### src/hw/rtl/abid_pkg.sv
package abid_pkg;

    localparam int REG_ID_BITS = 8;
    localparam int REG_FIELD_BITS = 8;
    localparam int REG_CMP_BITS = (REG_ID_BITS < REG_FIELD_BITS) ? REG_ID_BITS : REG_FIELD_BITS;
    localparam int HIST_DEPTH = 3;

    localparam logic signed [31:0] SAR_EXT_AMOUNT = 32'sd63;
    localparam logic [6:0] EXT_OPERAND_BITS = 7'd64;
    localparam logic [2:0] LEN_SHORT = 3'd3;
    localparam logic [2:0] LEN_LONG = 3'd4;

    typedef enum logic [2:0] {
        OP_OTHER = 3'd0,
        OP_CDQ   = 3'd1,
        OP_XOR   = 3'd2,
        OP_SUB   = 3'd3,
        OP_SAR   = 3'd4,
        OP_ADD   = 3'd5,
        OP_MOVSX = 3'd6,
        OP_MOVZX = 3'd7
    } t_opcode;

    typedef logic [REG_CMP_BITS-1:0] t_reg_id;

    typedef struct packed {
        logic               window_start;
        logic [2:0]         opcode;
        logic [7:0]         dest_reg;
        logic [7:0]         first_src_reg;
        logic [7:0]         second_src_reg;
        logic               second_is_immediate;
        logic signed [31:0] immediate_value;
        logic [6:0]         first_src_width;
        logic [63:0]        instr_address;
    } t_in_item;

    typedef struct packed {
        logic [7:0]  abs_input_reg;
        logic [7:0]  abs_output_reg;
        logic [6:0]  operand_bits;
        logic [63:0] start_address;
        logic [63:0] end_address;
        logic [2:0]  sequence_length;
    } t_out_item;

    typedef struct packed {
        t_opcode            op;
        t_reg_id            dst;
        t_reg_id            a;
        t_reg_id            b;
        logic               immf;
        logic signed [31:0] imm;
        logic [6:0]         width;
        logic [63:0]        addr;
    } t_slot;

    typedef struct packed {
        logic      valid;
        t_out_item item;
    } t_match;

    function automatic logic pair_is(t_slot s, t_reg_id p, t_reg_id q);
        return ((s.a == p) && (s.b == q)) || ((s.a == q) && (s.b == p));
    endfunction

    function automatic t_slot to_slot(t_in_item it);
        t_slot s;
        s.op   = t_opcode'(it.opcode);
        s.dst  = t_reg_id'(it.dest_reg);
        s.a    = t_reg_id'(it.first_src_reg);
        s.b    = t_reg_id'(it.second_src_reg);
        s.immf = it.second_is_immediate;
        s.imm  = it.immediate_value;
        s.width = it.first_src_width;
        s.addr = it.instr_address;
        return s;
    endfunction

endpackage

### src/hw/rtl/branchless_abs_idiom_detector_unit.sv
// an accepted item is held in the input register until the output register can take its result
// throughput: one item per cycle while i_out_ready does not stall the output register
// items that complete no sequence produce no result
// reset: synchronous active-low i_rst_n empties the pipeline and the instruction
// history; history contents are only read once written
module branchless_abs_idiom_detector_unit import abid_pkg::*; (
    input  logic      i_clk,
    input  logic      i_rst_n,
    input  logic      i_in_valid,
    output logic      o_in_ready,
    input  t_in_item  i_in_item,
    output logic      o_out_valid,
    input  logic      i_out_ready,
    output t_out_item o_out_item
);

    logic      r_in_valid;
    t_in_item  r_in_item;
    logic      r_out_valid;
    t_out_item r_out_item;
    logic      advance;
    t_slot     cur_slot;
    t_slot     hist [HIST_DEPTH];
    logic [1:0] hist_count;
    t_match    match;

    assign advance    = r_in_valid && (!r_out_valid || i_out_ready);
    assign o_in_ready = !r_in_valid || advance;
    assign cur_slot   = to_slot(r_in_item);

    always_ff @(posedge i_clk) begin
        if (!i_rst_n) begin
            r_in_valid <= 1'b0;
        end else if (o_in_ready) begin
            r_in_valid <= i_in_valid;
        end
    end

    always_ff @(posedge i_clk) begin
        if (o_in_ready && i_in_valid) begin
            r_in_item <= i_in_item;
        end
    end

    abid_history u_history (
        .i_clk          (i_clk),
        .i_rst_n        (i_rst_n),
        .i_load         (advance),
        .i_window_start (r_in_item.window_start),
        .i_slot         (cur_slot),
        .o_slot         (hist),
        .o_count        (hist_count)
    );

    abid_match u_match (
        .i_hist         (hist),
        .i_count        (hist_count),
        .i_window_start (r_in_item.window_start),
        .i_cur          (cur_slot),
        .o_match        (match)
    );

    always_ff @(posedge i_clk) begin
        if (!i_rst_n) begin
            r_out_valid <= 1'b0;
        end else if (advance) begin
            r_out_valid <= match.valid;
        end else if (i_out_ready) begin
            r_out_valid <= 1'b0;
        end
    end

    always_ff @(posedge i_clk) begin
        if (advance && match.valid) begin
            r_out_item <= match.item;
        end
    end

    assign o_out_valid = r_out_valid;
    assign o_out_item  = r_out_item;

    a_len_legal: assert property (@(posedge i_clk) disable iff (!i_rst_n)
        o_out_valid |-> ((o_out_item.sequence_length == LEN_SHORT)
                         || (o_out_item.sequence_length == LEN_LONG)))
        else $error("bad sequence length");

    a_long_bits: assert property (@(posedge i_clk) disable iff (!i_rst_n)
        (o_out_valid && (o_out_item.sequence_length == LEN_LONG))
            |-> (o_out_item.operand_bits == EXT_OPERAND_BITS))
        else $error("extension form must report full width");

    a_idle_ready: assert property (@(posedge i_clk) disable iff (!i_rst_n)
        !r_in_valid |-> o_in_ready)
        else $error("empty input stage must take an item");

    a_stall_hold: assert property (@(posedge i_clk) disable iff (!i_rst_n)
        (r_in_valid && r_out_valid && !i_out_ready) |=> r_in_valid)
        else $error("stalled item lost");

endmodule

### src/hw/rtl/abid_history.sv
module abid_history import abid_pkg::*; (
    input  logic  i_clk,
    input  logic  i_rst_n,
    input  logic  i_load,
    input  logic  i_window_start,
    input  t_slot i_slot,
    output t_slot o_slot [HIST_DEPTH],
    output logic [1:0] o_count
);

    t_slot      r_slot [HIST_DEPTH];
    logic [1:0] r_count;
    logic [1:0] n_count;

    // newest entry sits at the top index
    always_ff @(posedge i_clk) begin
        if (i_load) begin
            for (int i = 0; i < HIST_DEPTH - 1; i++) begin
                r_slot[i] <= r_slot[i+1];
            end
            r_slot[HIST_DEPTH-1] <= i_slot;
        end
    end

    always_comb begin
        if (i_window_start) begin
            n_count = 2'd1;
        end else if (r_count == 2'(HIST_DEPTH)) begin
            n_count = r_count;
        end else begin
            n_count = r_count + 2'd1;
        end
    end

    always_ff @(posedge i_clk) begin
        if (!i_rst_n) begin
            r_count <= 2'd0;
        end else if (i_load) begin
            r_count <= n_count;
        end
    end

    assign o_slot  = r_slot;
    assign o_count = r_count;

endmodule

### src/hw/rtl/abid_match.sv
module abid_match import abid_pkg::*; (
    input  t_slot      i_hist [HIST_DEPTH],
    input  logic [1:0] i_count,
    input  logic       i_window_start,
    input  t_slot      i_cur,
    output t_match     o_match
);

    logic [1:0] eff_count;
    logic       m4;
    logic       m3_cdq;
    logic       m3_sar;
    logic       sar_ok;
    t_slot      w0, w1, w2, v0, v1;

    always_comb begin
        eff_count = i_window_start ? 2'd0 : i_count;
        w0 = i_hist[0];
        w1 = i_hist[1];
        w2 = i_hist[2];
        v0 = i_hist[1];
        v1 = i_hist[2];

        m4 = (eff_count == 2'd3)
            && ((w0.op == OP_MOVSX) || (w0.op == OP_MOVZX))
            && (w1.op == OP_SAR) && w1.immf && (w1.imm == SAR_EXT_AMOUNT)
            && (w1.a == w0.dst)
            && (w2.op == OP_XOR) && pair_is(w2, w0.a, w1.dst)
            && (i_cur.op == OP_SUB) && (i_cur.a == w2.dst) && (i_cur.b == w1.dst);

        m3_cdq = (v0.op == OP_CDQ)
            && (v1.op == OP_XOR) && (v1.dst == v0.a) && pair_is(v1, v0.a, v0.dst)
            && (i_cur.op == OP_SUB) && (i_cur.a == v1.dst) && (i_cur.b == v0.dst);

        sar_ok = (v0.op == OP_SAR) && v0.immf
            && (v0.imm == ($signed(32'(v0.width)) - 32'sd1));

        m3_sar = sar_ok && pair_is(v1, v0.a, v0.dst)
            && (((v1.op == OP_XOR) && (i_cur.op == OP_SUB))
                || ((v1.op == OP_ADD) && (i_cur.op == OP_XOR)))
            && pair_is(i_cur, v1.dst, v0.dst);

        o_match.item.abs_output_reg = 8'(i_cur.dst);
        o_match.item.end_address    = i_cur.addr;
        if (m4) begin
            o_match.valid                = 1'b1;
            o_match.item.abs_input_reg   = 8'(w0.a);
            o_match.item.operand_bits    = EXT_OPERAND_BITS;
            o_match.item.start_address   = w0.addr;
            o_match.item.sequence_length = LEN_LONG;
        end else begin
            o_match.valid                = (eff_count >= 2'd2) && (m3_cdq || m3_sar);
            o_match.item.abs_input_reg   = 8'(v0.a);
            o_match.item.operand_bits    = v0.width;
            o_match.item.start_address   = v0.addr;
            o_match.item.sequence_length = LEN_SHORT;
        end
    end

endmodule
### config.mk
export PLATFORM = sky130hd
export DESIGN_NAME = branchless_abs_idiom_detector_unit
export DESIGN_NICKNAME = d
export VERILOG_FILES = /design/src/hw/rtl/abid_pkg.sv /design/src/hw/rtl/branchless_abs_idiom_detector_unit.sv /design/src/hw/rtl/abid_history.sv /design/src/hw/rtl/abid_match.sv
export SDC_FILE = /design/constraint.sdc
export NUM_CORES = 1
export LEC_CHECK = 0
export BUFFER_PORTS_ARGS = -buffer_cell sky130_fd_sc_hd__buf_4
export CORE_AREA = 2 2 233 235
export DETAILED_ROUTE_END_ITERATION = 16
export DIE_AREA = 0 0 235 237
export HOLD_SLACK_MARGIN = 0.03
export REMOVE_ABC_BUFFERS = 1
export SYNTH_ARGS = -nofsm -noshare
export SYNTH_HDL_FRONTEND = slang
export SYNTH_HIERARCHICAL = 1
export SYNTH_SLANG_ARGS = --single-unit
### constraint.sdc
create_clock -name i_clk -period 28.5 [get_ports i_clk]
set_input_delay 2.85 -clock i_clk [delete_from_list [all_inputs] [get_ports i_clk]]
set_output_delay 2.85 -clock i_clk [all_outputs]
set_load 0.01 [all_outputs]
==> key figures, run 1 <==
Pwr
  – Pwr dens: 73.0 mW/mm2
  – Worst IR drop on VDD: around 0.000047 V
  – Leak Pwr: about 0.0092 uW
  – Pwr Total: between 1500 and 2000 uW

Clock tree
  – Deepest clock path buffer count: 3
  – CTS sink cnt: approximately 630
  – H-tree depth: 2
  – Worst-Skew Late Latency: 0.60 ns
  – CTS Root Cell: clkbuf_16
  – CTS tree: built
  – Hold buffers post-CTS: 0
  – CTS-repair resized insts: 0
  – CTS Buf Count: 61
  – Post-CTS setup buffers: 0
  – Clock transition at path regs: 0.06 ns

Route
  – Antenna viol nets, final: 0
  – Total number of vias: roughly 9.5k
  – DRT Pass-1 Iters: 4
  – Wire per inst: between 15 and 20 um
  – Via/cell ratio: 4.68
  – Initial DRC count: about 570
  – Final WL: about 38 mm
  – DRC violations left: 0

Cells and area
  – FILL cells: between 4k and 5k
  – Ant. Diodes: 0
  – Fin cells: about 2.0k
  – Share of cells above drive strength 1: 34.0%
  – Commonest non-fill, non-tap cell in the layout: edfxtp_1
  – Multi-input gate area: ~0.0025 mm2
  – FF+latch area: about 0.019 mm2
  – Layout net count: 1429
  – Most frequent cells in the layout: edfxtp_1, buf_4, xor2_1, clkbuf_16, mux2_2
  – Layout area overhead: 21.0%

Timing
  – Slew margin rel.: a little over a quarter
  – Skew final: approximately 0.018 ns
  – Post-route setup slack: between 20 and 25 ns
  – Setup_tns: 0 ns
  – Hold Vio Cnt, Final: 0
  – Tcrit/Tclk final: between 20% and 30%
  – Max-slew violations: 0
  – RSZ-0062 raised after global routing: false
  – # setup viols final: 0
  – FMAX: approximately 0.16 GHz
  – Worst slew pin tran: between 1 and 1.5 ns
  – Final min period: approximately 6.3 ns

Setup path
  – CP Capture Type: output pin
  – CP dominant cell by count: buf_4
  – Setup crit start kind: input pin
  – Crit path cell chain: buf_4 > nor2b_4 > nand2_1 > buf_4
  – Worst-path maximum fanout: 3
  – Worst flop-to-flop path startpoint: u_history/o_slot[197]
  – RR Endpoint: o_out_item[147]
  – R2R Setup Slk: 23.51 ns
  – CP peak stage delay: about 0.18 ns
  – CP top delay family: buffers and inverters
  – Slowest cell on crit path: nor2b_4
  – Setup CP Type: in -> out
  – CP Buf/Inv Count: 2
  – FF-to-FF path depth: 10
  – Worst Path Required: ~26 ns
  – Critical path arrival: 3.44 ns

Floorplan
  – Die H: 237 um
  – Row count: 85
  – Die area: 0.0557 mm2
  – Core area: 0.0533 mm2
  – Initial Utilization: about two fifths
  – I/O pins: just under 300
  – Die X: around 240 um

Place
  – Pre-CTS setup slack: about 22 ns
  – DP Cell Count: 1924
  – Dpl hpwl: ~24 mm
  – Routability cong.: between 0.8 and 0.9
  – IO Port Bufs: about 290

Yosys
  – Syn avg cell area: 21.6 um2
  – Post-Syn Instances: 1017
  – Syn Std Cell Area: 0.0219 mm2
  – Ys Warns: 6

Min path
  – Hold Path Class: reg -> reg
  – HP Start: u_history/o_slot[3]
  – Hold Path Sink: u_history/o_slot[134]
  – Hold path cells: 0

Global routing
  – GRT overflow: 0
  – Pin count of the biggest net entering global routing: a little under 90
  – Initial antenna violation count: 0
  – First-pass GRT wire length: 58.0 mm
  – All-Layer GR Usage: 13.6%
  – Vias in the first global route: approximately 10k

Status
  – Status: completed

Job
  – MaxCap Viol Count: 0
[per-stage QoR]
stage          cell area [um2]  util (%)  hold slack, ns
6_report                 26500      49.8           0.408
5_1_grt                  26500      49.8           0.415
4_1_cts                  26500      49.8           0.410
3_5_place_dp             24500      45.9           0.405
3_3_place_gp             24500      45.9           0.401
2_1_floorplan            21300         -           0.400
[area by class of cell]
| class | count | area share (%) |
|---|---|---|
| well taps | 696 | 3.28 |
| multi-input cells | 296 | 9.60 |
| clock buffers | 71 | 5.97 |
| repair buffers | 301 | 8.52 |
| inverters | 5 | 0.0707 |
| flip-flops and latches | 626 | 70.7 |
| clock inverters | 41 | 1.87 |
[registers in the layout, summed over array words and instances, names as in the netlist]
register and count:
cur_slot 131, o_out_item 154, o_out_valid 1, r_in_item 1, r_in_valid 1, u_history/o_count 2
u_history/o_slot 336
[layer usage]
layer	wire [um]	vias up	track usage, %
li1	-	4436	-
met1	17100	4768	18.6
met2	18300	255	21.5
met3	1990	68	3.07
met4	995	0	4.70
met5	0	-	0
[report_power, final]
group | total (uW) | internal, uW | switching (uW)
combinational | 44.8 | 21.4 | 23.4
sequential | 1060 | 1050 | 16.5
clock | 827 | 496 | 331
total | 1940 | 1570 | 371
[how the worst max path moves through the flow]
stage / startpoint / end / slack (ns) / depth (start not counted)
2_1_floorplan: i_out_ready / u_history/o_count[0] / 16.49 / 5
3_3_place_gp: i_out_ready / o_in_ready / 22.20 / 4
3_5_place_dp: i_out_ready / o_in_ready / 22.21 / 4
4_1_cts: i_out_ready / o_in_ready / 22.21 / 4
5_1_grt: i_out_ready / o_in_ready / 22.20 / 4
6_report: i_out_ready / o_in_ready / 22.21 / 4
Note: power is estimated with default switching activity, not from simulation.
==> inputs of run 2 (changes only) <==
==> constraint.sdc (replaced) <==
create_clock -name i_clk -period 6.4 [get_ports i_clk]
set_input_delay 0.64 -clock i_clk [delete_from_list [all_inputs] [get_ports i_clk]]
set_output_delay 0.64 -clock i_clk [all_outputs]
set_load 0.01 [all_outputs]
==> run 2 against run 1 <==
Effect of this change:
- clock-buffer cell count is 14 higher
- via count is 0.16% higher
- critical path depth is 5 higher
- global-route usage is 0.16 points higher
- flip-flop and latch count stayed put
- clock skew hardly changed
- setup slack worse by 20 ns
- register-to-register slack worse by 21 ns
- clock power grew to 4.6 times the previous value
- die area stayed put
- core utilization is 0.14 points higher
- sequential share of layout area is 0.20 points lower
- critical path type is now reg -> reg
- critical endpoint is now o_out_item[17]
==> key figures, run 2 (synthesis results as in run 1) <==
Status
  – Status: completed

Cells and area
  – FILL cells: 4308 (-0.69%)
  – Layout area overhead: 21.3%
  – Commonest non-fill, non-tap cell in the layout: edfxtp_1
  – Layout net count: 1433 (+0.28%)
  – Number of flip-flops in the largest register: 336 (unchanged)
  – Most frequent cells in the layout: edfxtp_1, buf_4, xor2_1, clkbuf_16, mux2_2
  – Share of cells above drive strength 1: 34.0% (+0.073 points)

Pwr
  – Pwr dens: 328 mW/mm2 (+350%)
  – Worst IR drop on VDD: 0.000222 V (+370%)
  – Leak Pwr: 0.00925 uW (+0.30%)
  – Pwr Total: 8720 uW (+350%)

Timing
  – Hold Vio Cnt, Final: 0 (unchanged)
  – Setup_tns: 0 ns (unchanged)
  – Skew final: 0.0181 ns (+0.0000592 ns)
  – Max-slew violations: 0 (unchanged)
  – Final min period: slightly below 4 ns
  – Worst slew pin tran: 1.11 ns (+0.00850 ns)
  – Tcrit/Tclk final: about three fifths
  – Hold_ws: 0.236 ns (-0.172 ns)
  – RSZ-0062 raised after global routing: false
  – Slew margin rel.: 26.0% (-0.57 points)
  – FMAX: 0.253 GHz
  – # setup viols final: 0 (unchanged)

Clock tree
  – H-tree depth: 3 (+1)
  – CTS sink cnt: 626 (unchanged)
  – Post-CTS setup buffers: 0 (unchanged)
  – Hold buffers post-CTS: 0 (unchanged)
  – Worst-Skew Late Latency: 0.58 ns (-0.02 ns)
  – CTS tree: built
  – CTS-repair resized insts: 0 (unchanged)
  – Clock transition at path regs: 0.06 ns (about the same)
  – Deepest clock path buffer count: 3 (unchanged)
  – CTS Root Cell: clkbuf_16
  – CTS Buf Count: 66 (+8.2%)

Min path
  – HP Start: i_in_item[127]
  – Hold path cells: 1 (+1)
  – Hold Path Class: in -> reg
  – Hold Path Sink: cur_slot[127]

Place
  – Routability cong.: 0.854 (+0.66%)
  – Dpl hpwl: 24.6 mm (+0.47%)
  – IO Port Bufs: 291 (unchanged)

Setup path
  – R2R Setup Slk: 2.45 ns (-21.06 ns)
  – FF-to-FF path depth: 9 (-1)
  – Worst-path maximum fanout: 140 (+137)
  – Slowest cell on crit path: edfxtp_1
  – Setup CP Type: reg -> reg
  – CP top delay family: simple AND/OR/NAND/NOR gates
  – Worst flop-to-flop path startpoint: u_history/o_slot[123]
  – RR Endpoint: o_out_item[17]
  – CP Capture Type: register
  – Worst Path Required: 6.59 ns (-19.06 ns)
  – CP Buf/Inv Count: 1 (-1)
  – CP peak stage delay: 0.47 ns (+0.29 ns)
  – Setup crit start kind: register
  – Crit path cell chain: xor2_1 > nor4_1 > nand4_1 > a221o_1 > o32a_1 > o21ai_0 > nand2_1 > nor2_4 > buf_12
  – Critical path arrival: 4.14 ns (+0.70 ns)

Route
  – Via/cell ratio: 4.68 (about the same)
  – DRC violations left: 0 (unchanged)
  – Final WL: 38.8 mm (+1.1%)
  – DRT Pass-1 Iters: 4 (unchanged)
  – Total number of vias: 9542 (+0.16%)
  – Initial DRC count: 484 (-15%)
  – Wire per inst: 19.0 um (+0.88%)
  – Antenna viol nets, final: 0 (unchanged)

Floorplan
  – Die area: 0.0557 mm2 (unchanged)
  – Die H: 237 um (unchanged)
  – Die X: 235 um (unchanged)
  – Core area: 0.0533 mm2 (unchanged)
  – Row count: 85 (unchanged)
  – I/O pins: 292 (unchanged)
  – Initial Utilization: 41.2% (unchanged)

Job
  – MaxCap Viol Count: 0 (unchanged)

Global routing
  – Initial antenna violation count: 1 (+1)
  – Vias in the first global route: 9838 (-0.19%)
  – All-Layer GR Usage: 13.7% (+0.16 points)
  – Pin count of the biggest net entering global routing: 145 (+65%)
  – GRT overflow: 0 (unchanged)
  – First-pass GRT wire length: 58.1 mm (+0.24%)
==> run 2: worst max-delay path by stage <==
stage                          startpoint                   end  slack (ns)  cells past startpoint
finish              u_history/o_slot[123]        o_out_item[17]        2.45                      9
global route        u_history/o_slot[197]       o_out_item[149]        2.23                      9
CTS                 u_history/o_slot[121]        o_out_item[33]        2.54                      9
detailed placement  u_history/o_slot[123]       o_out_item[130]        2.56                      9
global placement    u_history/o_slot[122]        o_out_item[75]        2.57                      9
floorplan                     i_out_ready  u_history/o_count[0]       -3.40                      5
==> run 2: where the power goes <==
group	switching (uW)	internal (uW)
registers	71.3	4670
logic	107	96.3
clock network	1510	2260
==> run 2: area by class of cell <==
class / instances / area [um2] / area share (%)
Clock inverter: 31 / 349 / 1.31
Clock buffer: 85 / 1790 / 6.71
Timing Repair Buffer: 300 / 2280 / 8.56
Inverter: 5 / 18.8 / 0.0705
Multi-Input combinational cell: 296 / 2550 / 9.57
Antenna cell: 1 / 2.50 / 0.00940
Tap cell: 696 / 871 / 3.27
Sequential cell: 626 / 18800 / 70.5
==> run 2: layer usage <==
layer | up-vias | part of all wire, % | track usage [%]
li1 | 4444 | - | -
met1 | 4765 | 43 | 18.1
met2 | 258 | 48 | 21.7
met3 | 73 | 5.8 | 3.96
met4 | 2 | 2.8 | 5.10
met5 | - | 0.034 | 0
==> run 2: through the flow <==
| step | instances | utilization (%) | setup slack (ns) | cell area, um2 |
|---|---|---|---|---|
| 2_1_floorplan | 927 | - | -3.40 | 21300 |
| 3_3_place_gp | 1923 | 45.9 | 2.57 | 24500 |
| 3_5_place_dp | 1923 | 45.9 | 2.56 | 24500 |
| 4_1_cts | 2039 | 49.9 | 2.54 | 26600 |
| 5_1_grt | 2039 | 49.9 | 2.23 | 26600 |
| 6_report | 2040 | 49.9 | 2.45 | 26600 |
==> inputs of run 3 (changes only) <==
--- a/config.mk
+++ b/config.mk
@@ -10,6 +10,7 @@
 export DETAILED_ROUTE_END_ITERATION = 16
 export DIE_AREA = 0 0 235 237
 export HOLD_SLACK_MARGIN = 0.03
+export PLACE_DENSITY = 0.66
 export REMOVE_ABC_BUFFERS = 1
 export SYNTH_ARGS = -nofsm -noshare
 export SYNTH_HDL_FRONTEND = slang
==> constraint.sdc (replaced) <==
create_clock -name i_clk -period 3.3 [get_ports i_clk]
set_input_delay 0.33 -clock i_clk [delete_from_list [all_inputs] [get_ports i_clk]]
set_output_delay 0.33 -clock i_clk [all_outputs]
set_load 0.01 [all_outputs]
==> run 3 against run 2 <==
Effect of this change:
- register-to-register slack lost 2.3 ns
- setup slack lost 2.3 ns
- total power grew 87%
- combinational power grew to 2.7 times the previous value
- hold slack gained 0.17 ns
- clock power grew 75%
- core utilization grew 2.7 points
- global-route usage grew 0.70 points
- clock-buffer cell count shrank 8
- sequential share of layout area shrank 3.6 points
- cell count grew 7.3%
- largest cell class unchanged
- largest power group unchanged
==> key figures, run 3 (synthesis results as in run 1) <==
Global routing
  – Busiest grt layer: met2
  – Met2 Use GR: 23.7% (+2.0 points)
  – First-pass GRT wire length: 61.9 mm (+6.4%)
  – Pin count of the biggest net entering global routing: 82 (-43%)
  – Global-route met3 utilization: 2.66% (-1.3 points)
  – GRT overflow: 0 (unchanged)
  – Vias in the first global route: 10.8k (+9.8%)
  – Initial antenna violation count: 1 (unchanged)
  – All-Layer GR Usage: 14.4% (+0.70 points)
  – Met1 usage: 19.2% (+1.0 points)

Clock tree
  – Worst-Skew Late Latency: 0.60 ns (+0.02 ns)
  – CTS tree: built
  – H-tree depth: 2 (-1)
  – Deepest clock path buffer count: 3 (unchanged)
  – CTS sink cnt: 626 (unchanged)
  – CTS Buf Count: 61 (-7.6%)
  – Clock transition at path regs: 0.06 ns (about the same)
  – CTS Root Cell: clkbuf_16

Setup path
  – CP Capture Type: register
  – Slowest cell on crit path: edfxtp_1
  – CP peak stage delay: 0.48 ns (about the same)
  – Worst-path maximum fanout: 26 (-81%)
  – Setup crit start kind: register
  – Worst Path Required: 3.60 ns (-2.99 ns)
  – Crit path cell chain: or3_1 > nor4_2 > o311ai_0 > o21a_1 > o32a_1 > o21ai_0 > nand2_1 > nor2_4 > buf_12 > buf_12
  – R2R Setup Slk: 0.12 ns (-2.33 ns)
  – Setup CP Type: reg -> reg
  – Critical path arrival: 3.47 ns (-0.67 ns)
  – CP dominant cell by count: buf_12

Cells and area
  – Ant. Diodes: 0 (-1)
  – Layout area overhead: 27.8%
  – Share of cells above drive strength 1: 31.5% (-2.5 points)
  – Fin cells: 2189 (+7.3%)
  – Number of flip-flops in the largest register: 336 (unchanged)
  – FILL cells: 4090 (-5.1%)
  – Most frequent cells in the layout: edfxtp_1, buf_4, dlygate4sd3_1, xor2_1, clkbuf_16
  – Commonest non-fill, non-tap cell in the layout: edfxtp_1
  – Layout net count: 1582 (+10%)

Job
  – MaxCap Viol Count: 0 (unchanged)

Place
  – Dpl hpwl: 25.4 mm (+3.4%)
  – Pre-CTS setup slack: 0.105 ns (-2.45 ns)
  – IO Port Bufs: 291 (unchanged)
  – DP Cell Count: 1937 (+0.73%)
  – Routability cong.: 0.832 (-2.6%)

Timing
  – Slew margin rel.: 54.6% (+29 points)
  – Hold Vio Cnt, Final: 0 (unchanged)
  – Setup_tns: 0 ns (unchanged)
  – Worst slew pin tran: 0.681 ns (-0.429 ns)
  – Hold_ws: 0.411 ns (+0.175 ns)
  – FMAX: 0.315 GHz (+24%)
  – Post-route setup slack: 0.124 ns (-2.33 ns)
  – Skew final: 0.0164 ns (-0.00167 ns)
  – Max-slew violations: 0 (unchanged)
  – # setup viols final: 0 (unchanged)
  – Tcrit/Tclk final: 96.2% (+35 points)
  – Final min period: 3.18 ns (-0.775 ns)

Status
  – Status: completed

Route
  – Via/cell ratio: 4.64 (-0.88%)
  – Total number of vias: 10.1k (+6.4%)
  – DRT Pass-1 Iters: 4 (unchanged)
  – Final WL: 41.0 mm (+5.8%)
  – Wire per inst: 18.7 um (-1.4%)
  – Antenna viol nets, final: 0 (unchanged)
  – DRC violations left: 0 (unchanged)
  – Initial DRC count: 748 (+55%)

Min path
  – Hold Path Class: reg -> reg

Floorplan
  – Die area: 0.0557 mm2 (unchanged)
  – I/O pins: 292 (unchanged)
  – Row count: 85 (unchanged)
  – Die X: 235 um (unchanged)
  – Initial Utilization: 41.2% (unchanged)
  – Die H: 237 um (unchanged)
  – Core area: 0.0533 mm2 (unchanged)

Pwr
  – Leak Pwr: 0.00984 uW (+6.4%)
  – Pwr Total: 16300 uW (+87%)
  – Worst IR drop on VDD: 0.000353 V (+59%)
  – Pwr dens: 583 mW/mm2 (+78%)
==> run 3: cell types whose count changed in the layout (fill, tap and decap cells not counted), moves of 3 or more <==
cell	change
bufinv_16	-3
buf_12	+10
inv_6	-4
clkinv_2	+6
dlygate4sd3_1	+137
clkbuf_16	-6
buf_4	+6
==> run 3: cell type report <==
| class | instances | area, um2 | share of cell area, % |
|---|---|---|---|
| clock buffers | 77 | 1610 | 5.74 |
| repair buffers | 454 | 3920 | 14.0 |
| clock inverters | 35 | 295 | 1.05 |
| inverters | 5 | 18.8 | 0.0670 |
| flip-flops and latches | 626 | 18800 | 66.9 |
| well taps | 696 | 871 | 3.11 |
| multi-input cells | 296 | 2560 | 9.13 |
==> run 3: stage by stage <==
step	area, um2	utilization [%]
detailed placement	24700	46.4
finish	28000	52.6
global placement	24700	46.4
CTS	28000	52.5
floorplan	21300	-
global route	28000	52.6
==> run 3: final timing paths <==
path / from / to / cells past startpoint
max: u_history/o_slot[197] / o_out_item[49] / 10
min: u_history/o_slot[33] / u_history/o_slot[164] / 0
max reg2reg: u_history/o_slot[197] / o_out_item[49] / 10
min reg2reg: u_history/o_slot[33] / u_history/o_slot[164] / 0
==> run 3: critical path: cells and delay by family, from the launching register on <==
family | cells | cell delay (ns)
AOI/OAI and AO/OA | 4 | 0.82
buffers and inverters | 2 | 0.39
DFF | 1 | 0.48
and+or+nand+nor | 4 | 1.14
==> run 3: power breakdown <==
part	internal, uW	leakage (uW)	total, uW	switching [uW]
Sequential	9050	0.00587	9190	144
Clock	3760	0.000926	6600	2840
Combinational	304	0.00305	547	243
==> run 3: repair_timing <==
action / CTS / global route
resized for setup: 0 / 2
buffers inserted: 0 / 2
hold buffers: 137 / 0
hold endpoints to repair: 136 / 0
setup endpoints to repair: 0 / 84
==> run 3: per-layer routing <==
layer / wire, um / vias up
met1: 18000 / 5065
met5: 16 / -
li1: - / 4738
met4: 1030 / 2
met2: 20000 / 285
met3: 1960 / 59
